$ cat src/sv/uutd_pkg.sv
// ----------------------------------------------------------------------------
// uutd_pkg
// Shared types and constants of the uu text decoder.
// ----------------------------------------------------------------------------
package uutd_pkg;

  // Line length above which the sticky error is raised (newline not counted)
  localparam int unsigned LINE_LIMIT  = 126;
  // Width of the saturating byte total
  localparam int unsigned TOTAL_WIDTH = 24;
  // Entries in the queue between front and back
  localparam int unsigned QUEUE_DEPTH = 4;
  localparam int unsigned QPTR_W      = $clog2(QUEUE_DEPTH);

  // Character codes
  localparam logic [7:0] CHAR_NL         = 8'd10;
  localparam logic [7:0] CHAR_BASE       = 8'd32;
  localparam logic [7:0] CHAR_COUNT_MAX  = 8'd77;
  localparam logic [7:0] CHAR_VALID_MAX  = 8'd96;

  // Result kinds
  localparam logic KIND_DATA   = 1'b0;
  localparam logic KIND_STATUS = 1'b1;

  // Input request
  typedef struct packed {
    logic [7:0] ch;
    logic       end_of_text;
  } in_req_t;

  // Output result
  typedef struct packed {
    logic                   kind;
    logic [7:0]             data_byte;
    logic                   error;
    logic [TOTAL_WIDTH-1:0] total_bytes;
    logic                   last;
  } out_rsp_t;

  // Work handed from front to back: up to three bytes and an optional status
  typedef struct packed {
    logic [23:0]            word;
    logic [1:0]             num_bytes;
    logic                   status;
    logic                   error;
    logic [TOTAL_WIDTH-1:0] total;
  } bundle_t;

  // Queue handshake driven by the front
  typedef struct packed {
    logic push;
  } q_ctrl_t;

endpackage

$ cat src/sv/uu_text_decoder_unit.sv
// ----------------------------------------------------------------------------
// uu_text_decoder_unit
// Streaming uudecoder: one text character in, decoded bytes and a final
// status item out.
// ----------------------------------------------------------------------------
// The unit takes one character per clock cycle whenever its four-entry
// bundle queue has room. Each character is decoded in the cycle it is
// accepted; a completed group of four characters places up to three bytes
// in the queue, and the final character of the text adds a status item
// after them. The result port gives one result per cycle while the
// receiver is ready; a bundle is registered in the queue on acceptance
// and its results leave in order once it is at the head. With three bytes
// per four characters the output keeps pace with a full-rate character
// stream; the input stalls only while the queue is full.
module uu_text_decoder_unit (
  input  logic                clk_i,
  input  logic                rst_ni,
  input  logic                in_valid_i,
  output logic                in_ready_o,
  input  uutd_pkg::in_req_t   in_req_i,
  output logic                out_valid_o,
  input  logic                out_ready_i,
  output uutd_pkg::out_rsp_t  out_rsp_o
);

  uutd_pkg::q_ctrl_t q_ctrl;
  uutd_pkg::bundle_t push_bundle;
  uutd_pkg::bundle_t head_bundle;
  logic              q_full;
  logic              q_valid;
  logic              q_pop;

  uutd_front u_front (
    .clk_i      (clk_i),
    .rst_ni     (rst_ni),
    .in_valid_i (in_valid_i),
    .in_ready_o (in_ready_o),
    .in_req_i   (in_req_i),
    .q_full_i   (q_full),
    .q_ctrl_o   (q_ctrl),
    .bundle_o   (push_bundle)
  );

  uutd_queue u_queue (
    .clk_i    (clk_i),
    .rst_ni   (rst_ni),
    .q_ctrl_i (q_ctrl),
    .bundle_i (push_bundle),
    .full_o   (q_full),
    .valid_o  (q_valid),
    .pop_i    (q_pop),
    .bundle_o (head_bundle)
  );

  uutd_back u_back (
    .clk_i       (clk_i),
    .rst_ni      (rst_ni),
    .q_valid_i   (q_valid),
    .bundle_i    (head_bundle),
    .pop_o       (q_pop),
    .out_valid_o (out_valid_o),
    .out_ready_i (out_ready_i),
    .out_rsp_o   (out_rsp_o)
  );

endmodule

$ cat src/sv/uutd_front.sv
// ----------------------------------------------------------------------------
// uutd_front
// Accepts one character per cycle while the queue has room, tracks line and group
// state and turns each character into a bundle of decoded bytes and/or a final status.
// ----------------------------------------------------------------------------
module uutd_front (
  input  logic               clk_i,
  input  logic               rst_ni,
  input  logic               in_valid_i,
  output logic               in_ready_o,
  input  uutd_pkg::in_req_t  in_req_i,
  input  logic               q_full_i,
  output uutd_pkg::q_ctrl_t  q_ctrl_o,
  output uutd_pkg::bundle_t  bundle_o
);

  logic [6:0]                       line_chars_q, line_chars_d;
  logic [5:0]                       line_count_q, line_count_d;
  logic                             line_is_data_q, line_is_data_d;
  logic [17:0]                      group_values_q, group_values_d;
  logic [1:0]                       group_pos_q, group_pos_d;
  logic                             group_broken_q, group_broken_d;
  logic [5:0]                       line_bytes_out_q, line_bytes_out_d;
  logic [uutd_pkg::TOTAL_WIDTH-1:0] total_out_q, total_out_d;
  logic                             failed_q, failed_d;

  logic                             accept;
  logic                             is_nl;
  logic                             end_now;
  logic                             first;
  logic [6:0]                       chars_inc;
  logic                             failed_eff;
  logic                             ins;
  logic                             broken_eff;
  logic [7:0]                       c_off;
  logic [5:0]                       v;
  logic [23:0]                      ins_word;
  logic [23:0]                      word;
  logic [2:0]                       pos_eff;
  logic                             do_finish;
  logic [5:0]                       remain;
  logic [1:0]                       num_bytes;
  logic [uutd_pkg::TOTAL_WIDTH:0]   total_sum;
  logic [uutd_pkg::TOTAL_WIDTH-1:0] total_new;

  assign accept     = in_valid_i & ~q_full_i;
  assign in_ready_o = ~q_full_i;

  // Classify the character
  assign is_nl     = (in_req_i.ch == uutd_pkg::CHAR_NL);
  assign end_now   = is_nl | in_req_i.end_of_text;
  assign first     = (line_chars_q == 7'd0);
  assign chars_inc = (line_chars_q == 7'h7f) ? line_chars_q : line_chars_q + 7'd1;
  assign failed_eff = failed_q |
                      (~is_nl & (chars_inc > 7'(uutd_pkg::LINE_LIMIT)));

  // Body character value, zero once the group is broken
  assign ins        = ~is_nl & ~first & line_is_data_q;
  assign broken_eff = group_broken_q | (in_req_i.ch < uutd_pkg::CHAR_BASE) |
                      (in_req_i.ch > uutd_pkg::CHAR_VALID_MAX);
  assign c_off      = in_req_i.ch - uutd_pkg::CHAR_BASE;
  assign v          = broken_eff ? 6'd0 : c_off[5:0];

  // Place the value at its slot, least significant first
  always_comb begin
    ins_word = 24'd0;
    case (group_pos_q)
      2'd0:    ins_word = {18'd0, v};
      2'd1:    ins_word = {12'd0, v, 6'd0};
      2'd2:    ins_word = {6'd0, v, 12'd0};
      2'd3:    ins_word = {v, 18'd0};
      default: ins_word = 24'd0;
    endcase
  end

  assign word    = {6'd0, group_values_q} | (ins ? ins_word : 24'd0);
  assign pos_eff = {1'b0, group_pos_q} + {2'd0, ins};

  // A group completes on its fourth value or is padded at line end
  assign do_finish = line_is_data_q &
                     ((pos_eff == 3'd4) | (end_now & (pos_eff != 3'd0)));
  assign remain    = line_count_q - line_bytes_out_q;

  always_comb begin
    num_bytes = 2'd0;
    if (do_finish && !failed_eff && (line_bytes_out_q < line_count_q)) begin
      num_bytes = (remain >= 6'd3) ? 2'd3 : remain[1:0];
    end
  end

  // Saturating total
  assign total_sum = {1'b0, total_out_q} + {{(uutd_pkg::TOTAL_WIDTH - 1){1'b0}}, num_bytes};
  assign total_new = total_sum[uutd_pkg::TOTAL_WIDTH] ? {uutd_pkg::TOTAL_WIDTH{1'b1}}
                                                      : total_sum[uutd_pkg::TOTAL_WIDTH-1:0];

  // Next state
  always_comb begin
    line_chars_d     = line_chars_q;
    line_count_d     = line_count_q;
    line_is_data_d   = line_is_data_q;
    group_values_d   = group_values_q;
    group_pos_d      = group_pos_q;
    group_broken_d   = group_broken_q;
    line_bytes_out_d = line_bytes_out_q + {4'd0, num_bytes};
    total_out_d      = total_new;
    failed_d         = failed_eff;
    if (!is_nl) begin
      line_chars_d = chars_inc;
      if (first && (in_req_i.ch > uutd_pkg::CHAR_BASE) &&
          (in_req_i.ch <= uutd_pkg::CHAR_COUNT_MAX)) begin
        line_is_data_d = 1'b1;
        line_count_d   = c_off[5:0];
      end
      if (ins) begin
        if (pos_eff == 3'd4) begin
          group_values_d = 18'd0;
          group_pos_d    = 2'd0;
          group_broken_d = 1'b0;
        end else begin
          group_values_d = word[17:0];
          group_pos_d    = pos_eff[1:0];
          group_broken_d = broken_eff;
        end
      end
    end
    if (end_now) begin
      line_chars_d     = 7'd0;
      line_count_d     = 6'd0;
      line_is_data_d   = 1'b0;
      group_values_d   = 18'd0;
      group_pos_d      = 2'd0;
      group_broken_d   = 1'b0;
      line_bytes_out_d = 6'd0;
    end
    if (in_req_i.end_of_text) begin
      total_out_d = '0;
      failed_d    = 1'b0;
    end
  end

  always_ff @(posedge clk_i or negedge rst_ni) begin
    if (!rst_ni) begin
      line_chars_q     <= 7'd0;
      line_count_q     <= 6'd0;
      line_is_data_q   <= 1'b0;
      group_values_q   <= 18'd0;
      group_pos_q      <= 2'd0;
      group_broken_q   <= 1'b0;
      line_bytes_out_q <= 6'd0;
      total_out_q      <= '0;
      failed_q         <= 1'b0;
    end else if (accept) begin
      line_chars_q     <= line_chars_d;
      line_count_q     <= line_count_d;
      line_is_data_q   <= line_is_data_d;
      group_values_q   <= group_values_d;
      group_pos_q      <= group_pos_d;
      group_broken_q   <= group_broken_d;
      line_bytes_out_q <= line_bytes_out_d;
      total_out_q      <= total_out_d;
      failed_q         <= failed_d;
    end
  end

  // Bundle toward the queue
  assign q_ctrl_o.push = accept & ((num_bytes != 2'd0) | in_req_i.end_of_text);

  assign bundle_o.word      = word;
  assign bundle_o.num_bytes = num_bytes;
  assign bundle_o.status    = in_req_i.end_of_text;
  assign bundle_o.error     = failed_eff;
  assign bundle_o.total     = total_new;

  // Checks
  a_bytes_in_count: assert property (@(posedge clk_i) disable iff (!rst_ni)
    line_bytes_out_q <= line_count_q)
    else $error("bytes emitted exceed line count");

  a_no_data_after_fail: assert property (@(posedge clk_i) disable iff (!rst_ni)
    failed_q |-> (num_bytes == 2'd0))
    else $error("data emitted after length error");

  a_group_idle_off_data: assert property (@(posedge clk_i) disable iff (!rst_ni)
    !line_is_data_q |-> (group_pos_q == 2'd0))
    else $error("open group on a skipped line");

endmodule

$ cat src/sv/uutd_queue.sv
// ----------------------------------------------------------------------------
// uutd_queue
// Short register queue of bundles between the front and the back.
// ----------------------------------------------------------------------------
module uutd_queue (
  input  logic                  clk_i,
  input  logic                  rst_ni,
  input  uutd_pkg::q_ctrl_t     q_ctrl_i,
  input  uutd_pkg::bundle_t     bundle_i,
  output logic                  full_o,
  output logic                  valid_o,
  input  logic                  pop_i,
  output uutd_pkg::bundle_t     bundle_o
);

  uutd_pkg::bundle_t                 entry_q [uutd_pkg::QUEUE_DEPTH];
  logic [uutd_pkg::QPTR_W-1:0]       wr_ptr_q, rd_ptr_q;
  logic [uutd_pkg::QPTR_W:0]         count_q, count_d;
  logic                              do_push, do_pop;

  assign full_o   = (count_q == (uutd_pkg::QPTR_W + 1)'(uutd_pkg::QUEUE_DEPTH));
  assign valid_o  = (count_q != '0);
  assign do_push  = q_ctrl_i.push;
  assign do_pop   = pop_i & valid_o;
  assign bundle_o = entry_q[rd_ptr_q];

  always_comb begin
    count_d = count_q;
    case ({do_push, do_pop})
      2'b10:   count_d = count_q + (uutd_pkg::QPTR_W + 1)'(1);
      2'b01:   count_d = count_q - (uutd_pkg::QPTR_W + 1)'(1);
      default: count_d = count_q;
    endcase
  end

  // Pointers and fill level
  always_ff @(posedge clk_i or negedge rst_ni) begin
    if (!rst_ni) begin
      wr_ptr_q <= '0;
      rd_ptr_q <= '0;
      count_q  <= '0;
    end else begin
      if (do_push) wr_ptr_q <= wr_ptr_q + (uutd_pkg::QPTR_W)'(1);
      if (do_pop)  rd_ptr_q <= rd_ptr_q + (uutd_pkg::QPTR_W)'(1);
      count_q <= count_d;
    end
  end

  // Storage
  always_ff @(posedge clk_i) begin
    if (do_push) begin
      entry_q[wr_ptr_q] <= bundle_i;
    end
  end

  // Checks
  a_no_overflow: assert property (@(posedge clk_i) disable iff (!rst_ni)
    full_o |-> !do_push)
    else $error("push into full queue");

  a_count_range: assert property (@(posedge clk_i) disable iff (!rst_ni)
    count_q <= (uutd_pkg::QPTR_W + 1)'(uutd_pkg::QUEUE_DEPTH))
    else $error("queue count out of range");

  a_entry_nonempty: assert property (@(posedge clk_i) disable iff (!rst_ni)
    valid_o |-> (bundle_o.status || (bundle_o.num_bytes != 2'd0)))
    else $error("empty bundle queued");

endmodule

$ cat src/sv/uutd_back.sv
// ----------------------------------------------------------------------------
// uutd_back
// Expands the head bundle into one result per cycle while out_ready_i is
// high: data bytes low byte first, then the status item if present.
// ----------------------------------------------------------------------------
module uutd_back (
  input  logic                 clk_i,
  input  logic                 rst_ni,
  input  logic                 q_valid_i,
  input  uutd_pkg::bundle_t    bundle_i,
  output logic                 pop_o,
  output logic                 out_valid_o,
  input  logic                 out_ready_i,
  output uutd_pkg::out_rsp_t   out_rsp_o
);

  logic [1:0] idx_q, idx_d;
  logic [2:0] num_res;
  logic       is_last;
  logic       fire;
  logic       is_data;

  assign num_res = {1'b0, bundle_i.num_bytes} + {2'd0, bundle_i.status};
  assign is_last = ({1'b0, idx_q} == (num_res - 3'd1));
  assign is_data = (idx_q < bundle_i.num_bytes);
  assign fire    = q_valid_i & out_ready_i;
  assign pop_o   = fire & is_last;

  assign out_valid_o = q_valid_i;

  // Result fields
  always_comb begin
    out_rsp_o.kind        = uutd_pkg::KIND_STATUS;
    out_rsp_o.data_byte   = 8'd0;
    out_rsp_o.error       = bundle_i.error;
    out_rsp_o.total_bytes = bundle_i.total;
    out_rsp_o.last        = is_last;
    if (is_data) begin
      out_rsp_o.kind        = uutd_pkg::KIND_DATA;
      out_rsp_o.error       = 1'b0;
      out_rsp_o.total_bytes = '0;
      case (idx_q)
        2'd0:    out_rsp_o.data_byte = bundle_i.word[7:0];
        2'd1:    out_rsp_o.data_byte = bundle_i.word[15:8];
        2'd2:    out_rsp_o.data_byte = bundle_i.word[23:16];
        default: out_rsp_o.data_byte = 8'd0;
      endcase
    end
  end

  // Position within the head bundle
  always_comb begin
    idx_d = idx_q;
    if (fire) begin
      idx_d = is_last ? 2'd0 : idx_q + 2'd1;
    end
  end

  always_ff @(posedge clk_i or negedge rst_ni) begin
    if (!rst_ni) begin
      idx_q <= 2'd0;
    end else begin
      idx_q <= idx_d;
    end
  end

  // Checks
  a_idx_in_bundle: assert property (@(posedge clk_i) disable iff (!rst_ni)
    q_valid_i |-> ({1'b0, idx_q} < num_res))
    else $error("result index beyond bundle");

  a_idx_rewinds: assert property (@(posedge clk_i) disable iff (!rst_ni)
    pop_o |=> (idx_q == 2'd0))
    else $error("index not rewound after bundle");

  a_status_last: assert property (@(posedge clk_i) disable iff (!rst_ni)
    (out_valid_o && out_rsp_o.kind == uutd_pkg::KIND_STATUS) |-> out_rsp_o.last)
    else $error("status item not last");

endmodule
$ cat config.mk
export PLATFORM = sky130hd
export DESIGN_NAME = uu_text_decoder_unit
export DESIGN_NICKNAME = d
export VERILOG_FILES = /design/src/sv/uutd_pkg.sv /design/src/sv/uu_text_decoder_unit.sv /design/src/sv/uutd_front.sv /design/src/sv/uutd_queue.sv /design/src/sv/uutd_back.sv
export SDC_FILE = /design/constraint.sdc
export NUM_CORES = 1
export LEC_CHECK = 0
export ABC_CLOCK_PERIOD_IN_PS = 4800
export BUFFER_PORTS_ARGS = -buffer_cell sky130_fd_sc_hd__buf_4
export CAP_MARGIN = 20
export CORE_MARGIN = 1.5
export CORE_UTILIZATION = 49
export CTS_BUF_LIST = sky130_fd_sc_hd__clkbuf_8
export DETAILED_ROUTE_END_ITERATION = 16
export HOLD_SLACK_MARGIN = 0.15
export PLACE_DENSITY_LB_ADDON = 0.08
export SETUP_SLACK_MARGIN = 0.2
export SLEW_MARGIN = 20
export SYNTH_ARGS = -nofsm -noshare
export SYNTH_HDL_FRONTEND = slang
export SYNTH_SLANG_ARGS = --single-unit
$ cat constraint.sdc
create_clock -name clk_i -period 4.8 [get_ports clk_i]
set_input_delay 0.24 -clock clk_i [delete_from_list [all_inputs] [get_ports clk_i]]
set_output_delay 0.24 -clock clk_i [all_outputs]
set_load 0.01 [all_outputs]
* After elaboration in Yosys (flattened, before gate mapping)
Memories as Yosys holds them, arrays and structs flattened.
Index checks and enable logic that the tools add are counted.
** Cells by class
- Add/sub/neg operators :: 13
- $lt $le $gt $ge :: 8
- Equality and inequality tests :: 13
- Multiplexer cells :: 36
- Bitwise operators :: 20
- Reduce and logical (&&, ||, !) cells :: 17
** Operator list (number)
- 24-bit one-hot mux with 4 select lines :: 1
- 18-bit 2-to-1 mux :: 4
- 24-bit 2-to-1 mux :: 3
- 34-bit 2-to-1 mux :: 1
- 6-bit 2-to-1 mux :: 5
- 24-bit by 2-bit adder with 25-bit output :: 1
- 18-bit by 24-bit OR with 24-bit output :: 1
- 8-bit one-hot mux with 3 select lines :: 1
- 7-bit 2-to-1 mux :: 3
- 2-bit 2-to-1 mux :: 7
- 1-bit AND :: 10
- 1-bit 2-to-1 mux :: 10
- 2-bit equality test (second input constant) :: 4
- 8-bit by 4-bit equality test with 1-bit output (second input constant) :: 1
- 8-bit by 6-bit > comparator with 1-bit output (second input constant) :: 1
- 8-bit by 7-bit > comparator with 1-bit output (second input constant) :: 1
- 8-bit by 7-bit less-or-equal comparator with 1-bit output (second input constant) :: 1
- 8-bit by 6-bit < comparator with 1-bit output (second input constant) :: 1
- 2-bit nonzero test :: 4
- 7-bit by 1-bit adder with 7-bit output (second input constant) :: 1
- 7-bit equality test (second input constant) :: 1
- 7-bit > comparator (second input constant) :: 1
- 7-bit zero test :: 1
- 2-bit by 1-bit adder with 2-bit output (second input constant) :: 3
- other kinds (22) :: 40
** Word-level totals
- Flip-flop bits (word level) :: 75
- RAM bits :: 208
- Bits of input ports :: 13
- Output and inout port bits :: 37
- Word-level logic and storage cells :: 121
- Memories kept :: 1
** Memories
- u_queue.entry_q :: depth 4, bits a word 52, rd ports 1, clocked after Yosys merged registers in 0, write ports 1, line uutd_queue.sv:16 : uutd_pkg::bundle_t entry_q [uutd_pkg::QUEUE_DEPTH];

* Logic depth before layout (Yosys ltp)
Gate-level depths: netlist of run 1.
- Depth in word-level cells :: 17
- Gate-level depth with buffers :: 21
- Mapped depth without buffers :: 20

* Cells and area by module
A second synthesis of run 1 with hierarchy kept.
** Second synthesis, totals
- Cell total of the unflattened synthesis :: 898
- Area total of the unflattened synthesis :: 12859.8 um2
** By module, submodules not included
- uutd_queue :: instances 1, cells each 309, area each 7978.9 um2, sequential area each 6421.2 um2
- uutd_front :: instances 1, cells each 513, area each 4289.1 um2, sequential area each 1651.6 um2
- uutd_back :: instances 1, cells each 76, area each 591.8 um2, sequential area each 50.0 um2

* Worst setup path before layout of run 1
Ideal clock, no wire load.
- Path type :: register to register
- From :: register u_front.line_chars_q[0]
- To :: memory u_queue.entry_q[0][0] in the netlist's numbering, enable pin
- Setup time :: 0.462 ns
- Data arrival time :: 4.689 ns
- Required time :: 4.338 ns
- Path slack :: -0.350 ns
- Cell stages (with the launch flop) :: 13
- Buffers on the path :: 0
- Clock period less this slack :: 5.150 ns
- Cells stage by stage :: dfrtp_1 -> inv_1 -> ha_1 -> nor4b_1 -> a21boi_1 -> and2_1 -> ha_1 -> ha_1 -> nor3_1 -> nor3_1 -> o221a_2 -> a31oi_4 -> nor2_1
** On the way
- Cells in the longest elaborated chain, start to end :: 17
- Elaborated cells between the ends (all ways) :: 25
- Those cells by class :: add/sub: 2; order compare: 1; eq/ne: 2; mux: 4; bitwise: 10; reduce/logical: 6
** Ends and longest elaborated chain
- start, declared :: line uutd_front.sv:17 : logic [6:0] line_chars_q, line_chars_d;
- start signal, assigned :: line uutd_front.sv:153 : line_chars_q <= line_chars_d;
- parallel branches: the longest is 9 deep, another holds 7-bit by 1-bit adder with 7-bit output
- 1-bit logical AND (*) (2 in a row) :: line uutd_front.sv:86 : if (do_finish && !failed_eff && (line_bytes_out_q < line_count_q)) begin
- 2-bit 2-to-1 mux (*) :: line uutd_front.sv:86
- 2-bit nonzero test (*) :: line uutd_front.sv:166 : assign q_ctrl_o.push = accept & ((num_bytes != 2'd0) | in_req_i.end_of_text);
- 1-bit OR (*) :: line uutd_front.sv:166
- 1-bit AND (*) :: line uutd_front.sv:166
- 1-bit 2-to-1 mux (*) :: line uutd_queue.sv:51 : if (do_push) begin
- 1-bit 2-to-1 mux (implied by the code) (*) :: line uutd_queue.sv:52 : entry_q[wr_ptr_q] <= bundle_i;
- end, declared :: line uutd_queue.sv:16
Mark *: on every way between the ends.

==> results.sh, run 1 <==
export IMPL_status="finished, final reports clean"
export IMPL_fin_util_pct=57.5
export IMPL_synth_simple_gate_area_share_pct=9.84
export IMPL_crit_arrival_ns=4.57
export IMPL_powerDensity_nw_per_um2=509
export IMPL_drive_gt1_share_pct=23.0
export IMPL_synth_area_mux_share_pct=9.34
export IMPL_firstDrtPassIters=5
export IMPL_fmax_mhz=233
export IMPL_vias_per_cell=5.79
export IMPL_grt_usage_pct=21.3
export IMPL_multiInputGateArea_um2=4460
export IMPL_grt_max_degree=76
export IMPL_clock_latency_ns=0.57
export IMPL_ir_drop_v=0.000463
export IMPL_drc=0
export IMPL_core_area_um2=25900
export IMPL_crit_family="simple AND/OR/NAND/NOR gates"
export IMPL_gp_congestion=0.801
export IMPL_area_delta_synth_final_pct=15.7
export IMPL_clkTransAtPathRegs_ns=0.06
export IMPL_initial_core_util_pct=49.7
export IMPL_hpwl_mm=17.5
export IMPL_antenna_found_initial=0
export IMPL_clkSinkCount=283
export IMPL_yosys_area_share_adder_pct=3.15
export IMPL_yosys_warnings=0
export IMPL_ios=50
export IMPL_cp_cell_sequence="inv_1 -> ha_1 -> nor4b_2 -> buf_4 -> a21boi_2 -> and2_1 -> ha_1 -> ha_1 -> nor3_1 -> nor3_1 -> o221a_2 -> nand2_1 -> a21oi_2 -> ha_2 -> buf_4 -> inv_1 -> fa_2 -> buf_4 -> inv_1 -> and3_1 -> and3_4 -> xnor2_1 -> nand2_1"
export IMPL_path_class="flop to flop"
export IMPL_cts_tree="yes"
export IMPL_slowest_delay_ns=0.39
export IMPL_die_h_um=165
export IMPL_async_reset_ff_share_pct=26.5
export IMPL_htree_levels=2
export IMPL_syn_inst=916
export IMPL_synth_main_ff_cell="edfxtp_1"
export IMPL_grt_pass1_wl_mm=44.2
export IMPL_synth_edf_count=208
export IMPL_crit_required_ns=5.08
export IMPL_hold_viol_final=0
export IMPL_rsz0062_at_grt="false"
export IMPL_synthXorXnorAreaFrac_pct=1.84
export IMPL_p_leak_uw=0.00600
export IMPL_cts_buffer_depth=3
export IMPL_min_period_ns=4.30
export IMPL_worst_hold_path_type="input pin to flop"
export IMPL_nFillCells=2063
export IMPL_wirelength_mm=28.1
export IMPL_finalSetupTns_ns=0
export IMPL_worstSetupEndpointType="flop"
export IMPL_n_antenna_cell=0
export IMPL_die_area_um2=27300
export IMPL_synth_top_family_by_area="compound AO/OA/AOI/OAI gates"
export IMPL_port_buffers=49
export IMPL_grt_pass1_vias=8137
export IMPL_avgSynthCellArea_um2=14.1
export IMPL_die_w_um=165
export IMPL_worstMarginPinSlew_ns=0.978
export IMPL_register_area_um2=8130
export IMPL_fin_crit_sh_pct=89.5
export IMPL_synth_compound_gate_area_share_pct=9.88
export IMPL_syn_area_um2=12900
export IMPL_cts_made_buffers=48
export IMPL_synth_distinct_cells=74
export IMPL_yosys_area_top_type="edfxtp_1"
export IMPL_finalPower_uw=7580
export IMPL_rows=59
export IMPL_clock_root_buffer="clkbuf_8"
export IMPL_synth_top_area_share_pct=48.5
export IMPL_yosysSeqAreaShare_pct=63.1
export IMPL_wl_per_cell_um=20.4
export IMPL_netlist_top_cells_count="208 x edfxtp_1, 75 x dfrtp_1, 69 x nand2_1"
export IMPL_yosysMostFrequentCell="edfxtp_1"
export IMPL_drv_cap=0
export IMPL_drt_iter0_drc=619
export IMPL_ant_nets=0
export IMPL_crit_path_max_fanout=4
export IMPL_cp_start_kind="flop"
export IMPL_skew_ns=0.0333
export IMPL_syn_num_nets=959
export IMPL_setup_viol_count_final=0
export IMPL_ff2ff_setup_slack_ns=0.50
export IMPL_ys_ff_latch=283
export IMPL_cpMaxStageDelayCell="fa_2"
export IMPL_synth_area_top_cells="edfxtp_1 48%, dfrtp_1 15%, mux4_2 9.1%"
export IMPL_slew_violations=0
export IMPL_vias=7984
export IMPL_slew_headroom_pct=34.8
export IMPL_crit_buf_inv=6
export IMPL_grt_overflow_total=0
export IMPL_fin_area_um2=14900
export IMPL_nNetsFinal=1046
export IMPL_place_area_um2=13700
## where the power goes
part	switching, µW	internal [µW]	leakage [µW]
clock network	956	1210	0.000574
registers	113	2850	0.00301
logic	1320	1130	0.00241
## flip-flops by register name (all words and copies together) (netlist names)
register                  flops
u_queue.rd_ptr_q              2
u_front.group_values_q       18
u_queue.count_q               3
u_front.line_count_q          6
u_front.group_broken_q        1
u_queue.entry_q             208
u_front.line_chars_q          7
u_back.idx_q                  2
u_front.line_is_data_q        1
u_front.group_pos_q           2
u_front.line_bytes_out_q      6
u_front.total_out_q          24
u_front.failed_q              1
u_queue.wr_ptr_q              2
## per-stage QoR
step / setup WS [ns] / std cells / hold WS, ns
after floorplan: -0.201 / 916 / -0.0556
after global placement: 0.167 / 1275 / 0.465
after detailed placement: 0.0637 / 1275 / 0.483
after CTS: 0.226 / 1375 / 0.170
after global routing: 0.198 / 1378 / 0.215
final: 0.503 / 1378 / 0.195
## cell usage in the layout (no fill, tap or decap), types with 17 or more instances in the layout
cell,count
a21o_1,17
a21oi_1,63
a31oi_1,17
buf_4,76
clkbuf_8,55
dfrtp_1,73
edfxtp_1,208
ha_1,25
inv_1,54
mux4_2,52
nand2_1,68
nand3_1,19
nor2_1,49
nor2b_1,27
xnor2_1,20
## worst reg2reg max path: cells and delay by family, from the launching register on
family                     cells  cell delay (ns)
DFF                            1             0.38
buffers and inverters          6             0.63
AOI/OAI and AO/OA              3             0.44
xor gates and xnor gates       1             0.12
and+or+nand+nor                8             1.24
adders and majority gates      5             1.22
## cell type report
type / count / area share [%]
Multi-Input combinational cell: 542 / 30.0
Clock inverter: 35 / 1.55
Timing Repair Buffer: 92 / 5.13
Inverter: 36 / 0.907
Tap cell: 335 / 2.81
Sequential cell: 283 / 54.6
Clock buffer: 55 / 5.08
## cell families (layout without fill, tap and decap cells)
logic type | count (synthesis) | in the layout
xor gates and xnor gates | 27 | 27
muxes | 55 | 55
and+or+nand+nor | 245 | 245
DFF | 283 | 283
AOI/OAI and AO/OA | 185 | 185
adders and majority gates | 30 | 30
buffers and inverters | 91 | 218
## final timing paths
kind | start | end | depth (start not counted)
min reg2reg | u_queue.count_q[2]$_DFFE_PN0P_ | u_queue.count_q[2]$_DFFE_PN0P_ | 1
max in group asynchronous | rst_ni | u_queue.rd_ptr_q[0]$_DFFE_PN0P_ | 2
max reg2reg | u_front.line_chars_q[0]$_DFFE_PN0P_ | u_queue.entry_q[2][6]$_DFFE_PP_ | 23
max | u_front.line_chars_q[0]$_DFFE_PN0P_ | u_queue.entry_q[2][6]$_DFFE_PP_ | 23
min in group asynchronous | rst_ni | u_front.total_out_q[10]$_DFFE_PN0P_ | 2
min | in_req_i[7] | u_front.group_broken_q$_DFFE_PN0P_ | 4
## per-layer routing
metal	wire length, µm	GRT usage, %
met5	0	0
met4	457	5.65
met3	1460	4.17
met2	12900	33.1
met1	13400	31.1
## repair_timing
item,in CTS,in global routing
setup endpoints to repair,40,115
hold buffers,10,0
setup buffers,0,3
pin swaps,0,3
gates resized for setup,4,11
endpoints found under the hold margin,131,0
Power figures use the tool's default switching activity.
==> run 2, diff against run 1 <==
Settings changed: CORE_ASPECT_RATIO set to 1.1.
==> results.sh, run 2 (synthesized netlist as in run 1, its figures left out) <==
export IMPL_status="finished, final reports clean"
export IMPL_reg_largest_list="u_queue.entry_q (208), u_front.total_out_q (24), u_front.group_values_q (18)"
export IMPL_area_delta_synth_final_pct=14.6
export IMPL_whs_path_depth=6
export IMPL_drive_gt1_share_pct=21.7
export IMPL_nFillCells=2092
export IMPL_slew_headroom_pct=51.1
export IMPL_multiInputGateArea_um2=4450
export IMPL_finalSetupTns_ns=0
export IMPL_setup_viol_count_final=0
export IMPL_rr_worst_depth=20
export IMPL_vias_per_cell=5.78
export IMPL_final_cell_mix="208 x edfxtp_1, 72 x dfrtp_1, 69 x nand2_1"
export IMPL_finalNonFillerCells=1381
export IMPL_nNetsFinal=1034
export IMPL_clock_latency_ns=0.56
export IMPL_ant_nets=0
export IMPL_antenna_found_initial=0
export IMPL_fin_ws_ns=0.469
export IMPL_wl_per_cell_um=20.2
export IMPL_skew_ns=0.0304
export IMPL_grt_max_degree=76
export IMPL_crit_buf_inv=2
export IMPL_cp_start_kind="flop"
export IMPL_die_h_um=173
export IMPL_gp_congestion=0.823
export IMPL_die_w_um=158
export IMPL_drv_cap=0
export IMPL_port_buffers=49
export IMPL_initial_core_util_pct=49.6
export IMPL_clkSinkCount=283
export IMPL_place_area_um2=13700
export IMPL_worst_hold_path_type="input pin to flop"
export IMPL_r2r_end="u_queue.entry_q[1][18]$_DFFE_PP_"
export IMPL_powerDensity_nw_per_um2=504
export IMPL_crit_arrival_ns=4.59
export IMPL_wirelength_mm=27.9
export IMPL_final_common_cell="edfxtp_1"
export IMPL_cp_cell_sequence="inv_1 -> ha_1 -> nor4b_4 -> a21boi_2 -> and2_1 -> ha_1 -> ha_1 -> nor3_1 -> nor3_1 -> o221a_2 -> nand2_1 -> a21oi_2 -> ha_2 -> inv_1 -> fa_2 -> nor3_4 -> and2_4 -> and3_1 -> xnor2_1 -> nand2_1"
export IMPL_worstSetupEndpointType="flop"
export IMPL_crit_start="u_front.line_chars_q[1]$_DFFE_PN0P_"
export IMPL_ff2ff_setup_slack_ns=0.47
export IMPL_min_from="in_req_i[8]"
export IMPL_cpMaxStageDelayCell="dfrtp_2"
export IMPL_crit_family="simple AND/OR/NAND/NOR gates"
export IMPL_finalPower_uw=7440
export IMPL_die_area_um2=27300
export IMPL_hold_viol_final=0
export IMPL_drt_iter0_drc=548
export IMPL_clock_root_buffer="clkbuf_8"
export IMPL_slowest_delay_ns=0.45
export IMPL_vias=7988
export IMPL_cts_tree="yes"
export IMPL_largest_reg_flops=208
export IMPL_crit_path_max_fanout=7
export IMPL_clkTransAtPathRegs_ns=0.06
export IMPL_regMostFlops="u_queue.entry_q"
export IMPL_firstDrtPassIters=5
export IMPL_drc=0
export IMPL_ir_drop_v=0.000357
export IMPL_fmax_mhz=231
export IMPL_path_class="flop to flop"
export IMPL_grt_pass1_wl_mm=45.0
export IMPL_crit_required_ns=5.06
export IMPL_ios=50
export IMPL_htree_levels=2
export IMPL_fin_area_um2=14800
export IMPL_p_leak_uw=0.00590
export IMPL_cts_made_buffers=46
export IMPL_slew_violations=0
export IMPL_cts_buffer_depth=3
export IMPL_grt_pass1_vias=8162
export IMPL_worstMarginPinSlew_ns=0.734
export IMPL_post_place_ws_ns=0.0114
export IMPL_n_antenna_cell=0
export IMPL_place_inst=1283
export IMPL_register_area_um2=8130
export IMPL_crit_top_cell="ha_1"
export IMPL_core_area_um2=26000
export IMPL_hpwl_mm=17.5
export IMPL_rsz0062_at_grt="false"
export IMPL_grt_overflow_total=0
export IMPL_hold_end="u_front.group_values_q[0]$_DFFE_PN0P_"
export IMPL_rows=62
export IMPL_fin_crit_sh_pct=90.2
export IMPL_min_period_ns=4.33
export IMPL_grt_usage_pct=21.4
export IMPL_reg2reg_from="u_front.line_chars_q[1]$_DFFE_PN0P_"
run 2: changes by cell type in the layout (fill, tap and decap cells not counted), sizes merged:
cell	previous run	this run
inv	56	55
clkbuf	55	49
buf	82	71
dlygate4sd3	10	11
clkinv	12	15
run 2: timing repair:
item / CTS / global route
endpoints found under the hold margin: 108 / 0
setup buffers: 1 / 0
pin swaps: 1 / 2
endpoints found under the setup margin: 32 / 116
hold buffers: 11 / 0
gates resized for setup: 1 / 10
run 2: power breakdown:
part / switching [µW] / internal [µW] / total [µW] / leakage [µW]
registers: 140 / 2850 / 2990 / 0.00301
clock network: 931 / 1110 / 2040 / 0.000532
logic: 1290 / 1120 / 2410 / 0.00236
total: 2360 / 5090 / 7440 / 0.00590
run 2: worst max path at each step:
| stage | endpoint | slack, ns | cells past startpoint |
|---|---|---|---|
| floorplan | u_queue.entry_q[0][0]$_DFFE_PP_ | -0.20 | 12 |
| global placement | u_queue.entry_q[0][18]$_DFFE_PP_ | 0.14 | 20 |
| detailed placement | u_queue.entry_q[1][18]$_DFFE_PP_ | 0.01 | 20 |
| CTS | u_queue.entry_q[1][18]$_DFFE_PP_ | 0.21 | 20 |
| global route | u_front.total_out_q[9]$_DFFE_PN0P_ | 0.24 | 20 |
| finish | u_queue.entry_q[1][18]$_DFFE_PP_ | 0.47 | 20 |
run 2: tightest hold or removal path, delay by kind of cell:
kind | cells | cell delay (ns)
simple gates | 3 | 0.18
buf+inv | 1 | 0.11
compound gates | 2 | 0.26
run 2: metrics by stage:
step	util, %	hold WS, ns
6_report	56.8	0.276
5_1_grt	56.8	0.315
3_5_place_dp	52.7	0.481
4_1_cts	56.7	0.247
3_3_place_gp	52.7	0.468
2_1_floorplan	-	-0.0556
run 2: cell type report:
| type | count | share of cell area (%) |
|---|---|---|
| tap | 352 | 2.98 |
| inverter | 36 | 0.915 |
| timing repair buffer | 82 | 4.75 |
| clock buffer | 49 | 4.57 |
| sequential | 283 | 55.1 |
| clock inverter | 37 | 1.59 |
| multi-input combinational | 542 | 30.1 |
run 2: routing by layer:
metal	up-vias	routed length [µm]	global-route usage, %
met1	4100	13000	31.2
li1	3644	-	-
met2	207	13200	33.5
met4	0	519	5.97
met5	-	0	0
met3	37	1190	3.61
==> run 3, diff against run 2 <==
Settings changed: ABC_CLOCK_PERIOD_IN_PS 4800 to 4300.
Clock period 4.8 ns to 4.3 ns, I/O delays scaled along.
==> results.sh, run 3 (synthesized netlist as in run 1, its figures left out) <==
export IMPL_status="finished, final reports clean"
export IMPL_ant_nets=0
export IMPL_core_area_um2=26000
export IMPL_die_w_um=158
export IMPL_skew_ns=0.0112
export IMPL_place_inst=1299
export IMPL_fin_util_pct=59.1
export IMPL_drive_gt1_share_pct=29.2
export IMPL_worstMarginPinSlew_ns=0.834
export IMPL_rsz0062_at_grt="true"
export IMPL_worstSetupEndpointType="flop"
export IMPL_largest_reg_flops=208
export IMPL_cts_buffer_depth=3
export IMPL_area_delta_synth_final_pct=19.3
export IMPL_wirelength_mm=29.4
export IMPL_clkTransAtPathRegs_ns=0.06
export IMPL_finalNonFillerCells=1415
export IMPL_vias=8085
export IMPL_ios=50
export IMPL_cts_made_buffers=47
export IMPL_crit_family="simple AND/OR/NAND/NOR gates"
export IMPL_clock_root_buffer="clkbuf_8"
export IMPL_grt_overflow_total=0
export IMPL_regMostFlops="u_queue.entry_q"
export IMPL_fmax_mhz=252
export IMPL_final_common_cell="edfxtp_1"
export IMPL_hold_viol_final=0
export IMPL_crit_path_max_fanout=5
export IMPL_drt_iter0_drc=509
export IMPL_gp_congestion=0.854
export IMPL_firstDrtPassIters=4
export IMPL_grt_usage_pct=21.8
export IMPL_die_area_um2=27300
export IMPL_cts_tree="yes"
export IMPL_htree_levels=2
export IMPL_clkSinkCount=283
export IMPL_initial_core_util_pct=49.6
export IMPL_antenna_found_initial=0
export IMPL_cp_start_kind="flop"
export IMPL_reg_largest_list="u_queue.entry_q (208), u_front.total_out_q (24), u_front.group_values_q (18)"
export IMPL_wl_per_cell_um=20.8
export IMPL_crit_top_cell="ha_4"
export IMPL_final_cell_mix="208 x edfxtp_1, 91 x buf_4, 73 x dfrtp_1"
export IMPL_crit_arrival_ns=4.46
export IMPL_vias_per_cell=5.71
export IMPL_setup_viol_count_final=0
export IMPL_slew_violations=0
export IMPL_place_area_um2=13900
export IMPL_crit_buf_inv=4
export IMPL_grt_max_degree=76
export IMPL_cp_cell_sequence="inv_2 -> ha_4 -> nor4b_4 -> a21boi_4 -> and2_4 -> ha_4 -> ha_4 -> nor3_4 -> nor3_2 -> o221a_2 -> nand2_4 -> a21oi_4 -> ha_4 -> inv_2 -> fa_2 -> nor3_4 -> nand4_1 -> buf_6 -> clkbuf_16 -> a31o_2 -> a21oi_2"
export IMPL_drv_cap=0
export IMPL_nNetsFinal=1066
export IMPL_p_leak_uw=0.00612
export IMPL_port_buffers=49
export IMPL_ir_drop_v=0.000329
export IMPL_path_class="flop to flop"
export IMPL_rows=62
export IMPL_cpMaxStageDelayCell="dfrtp_1"
export IMPL_drc=0
export IMPL_min_period_ns=3.97
export IMPL_slew_headroom_pct=44.4
export IMPL_hpwl_mm=18.5
export IMPL_fin_crit_sh_pct=92.4
export IMPL_powerDensity_nw_per_um2=544
export IMPL_clock_latency_ns=0.56
export IMPL_finalSetupTns_ns=0
export IMPL_die_h_um=173
export IMPL_worst_hold_path_type="input pin to flop"
export IMPL_grt_pass1_vias=8365
export IMPL_grt_pass1_wl_mm=45.5
export IMPL_crit_required_ns=4.79
export IMPL_fin_area_um2=15400
export IMPL_slowest_delay_ns=0.39
run 3: cell types whose count changed in the layout (fill, tap and decap cells not counted), moves of 5 or more:
cell,delta
a21oi_1,-12
a21oi_2,+11
a31oi_1,-5
and3_1,-8
and3_4,+7
buf_4,+26
nand2_1,-6
nand2_2,+5
run 3: report_power, final:
part	total [µW]	leakage, µW	switching [µW]	internal, µW
Clock	2200	0.000529	1080	1120
Combinational	2800	0.00257	1470	1340
Sequential	3350	0.00301	167	3180
run 3: per-stage QoR:
step | worst slack (ns) | power [µW] | hold WS [ns]
4_1_cts | 0.168 | 8430 | 0.241
2_1_floorplan | 0.144 | 5140 | -0.0806
3_3_place_gp | 0.123 | 6130 | 0.442
6_report | 0.327 | 8350 | 0.263
5_1_grt | 0.137 | 8820 | 0.281
3_5_place_dp | 0.0159 | 6200 | 0.449
run 3: worst register-to-register path, cell delays in order (launching register included):
cell and delay (ns):
dfrtp_1 0.39, inv_2 0.08, ha_4 0.13, nor4b_4 0.30, a21boi_4 0.09, and2_4 0.19
ha_4 0.16, ha_4 0.28, nor3_4 0.04, nor3_2 0.10, o221a_2 0.24, nand2_4 0.06
a21oi_4 0.16, ha_4 0.16, inv_2 0.04, fa_2 0.37, nor3_4 0.23, nand4_1 0.19
buf_6 0.20, clkbuf_16 0.16, a31o_2 0.23, a21oi_2 0.11
run 3: layout make-up:
class                   instances  area [µm²]
fillers                      2048       10600
flip-flops and latches        283        8130
multi-input cells             542        4780
repair buffers                113         993
clock buffers                  52         716
well taps                     352         440
clock inverters                36         164
inverters                      36         135
diodes                          1        2.50
run 3: timing repair:
action	in CTS	in global routing
buffers inserted	4	9
hold endpoints to repair	124	0
hold buffers	11	0
pin swaps	4	15
gates cloned	0	3
gates resized for setup	10	58
setup endpoints to repair	63	121
run 3: worst paths after layout:
kind	start	to	slack, ns	cells past startpoint
worst min-delay path	in_req_i[8]	u_front.group_values_q[3]$_DFFE_PN0P_	0.26	6
worst max-delay path	u_front.line_chars_q[0]$_DFFE_PN0P_	u_front.total_out_q[4]$_DFFE_PN0P_	0.33	21
worst max register to register	u_front.line_chars_q[0]$_DFFE_PN0P_	u_front.total_out_q[4]$_DFFE_PN0P_	0.33	21
worst min register to register	u_queue.count_q[2]$_DFFE_PN0P_	u_queue.count_q[2]$_DFFE_PN0P_	0.48	1
max in group asynchronous	rst_ni	u_queue.rd_ptr_q[0]$_DFFE_PN0P_	3.47	2
min in group asynchronous	rst_ni	u_front.total_out_q[10]$_DFFE_PN0P_	0.28	2
run 3: metal layers:
metal / up-vias / routed length (µm) / global-route usage (%)
li1: 3705 / - / -
met1: 4168 / 13200 / 29.9
met5: - / 0 / 0
met2: 165 / 14400 / 35.6
met4: 0 / 570 / 6.13
met3: 47 / 1250 / 4.11
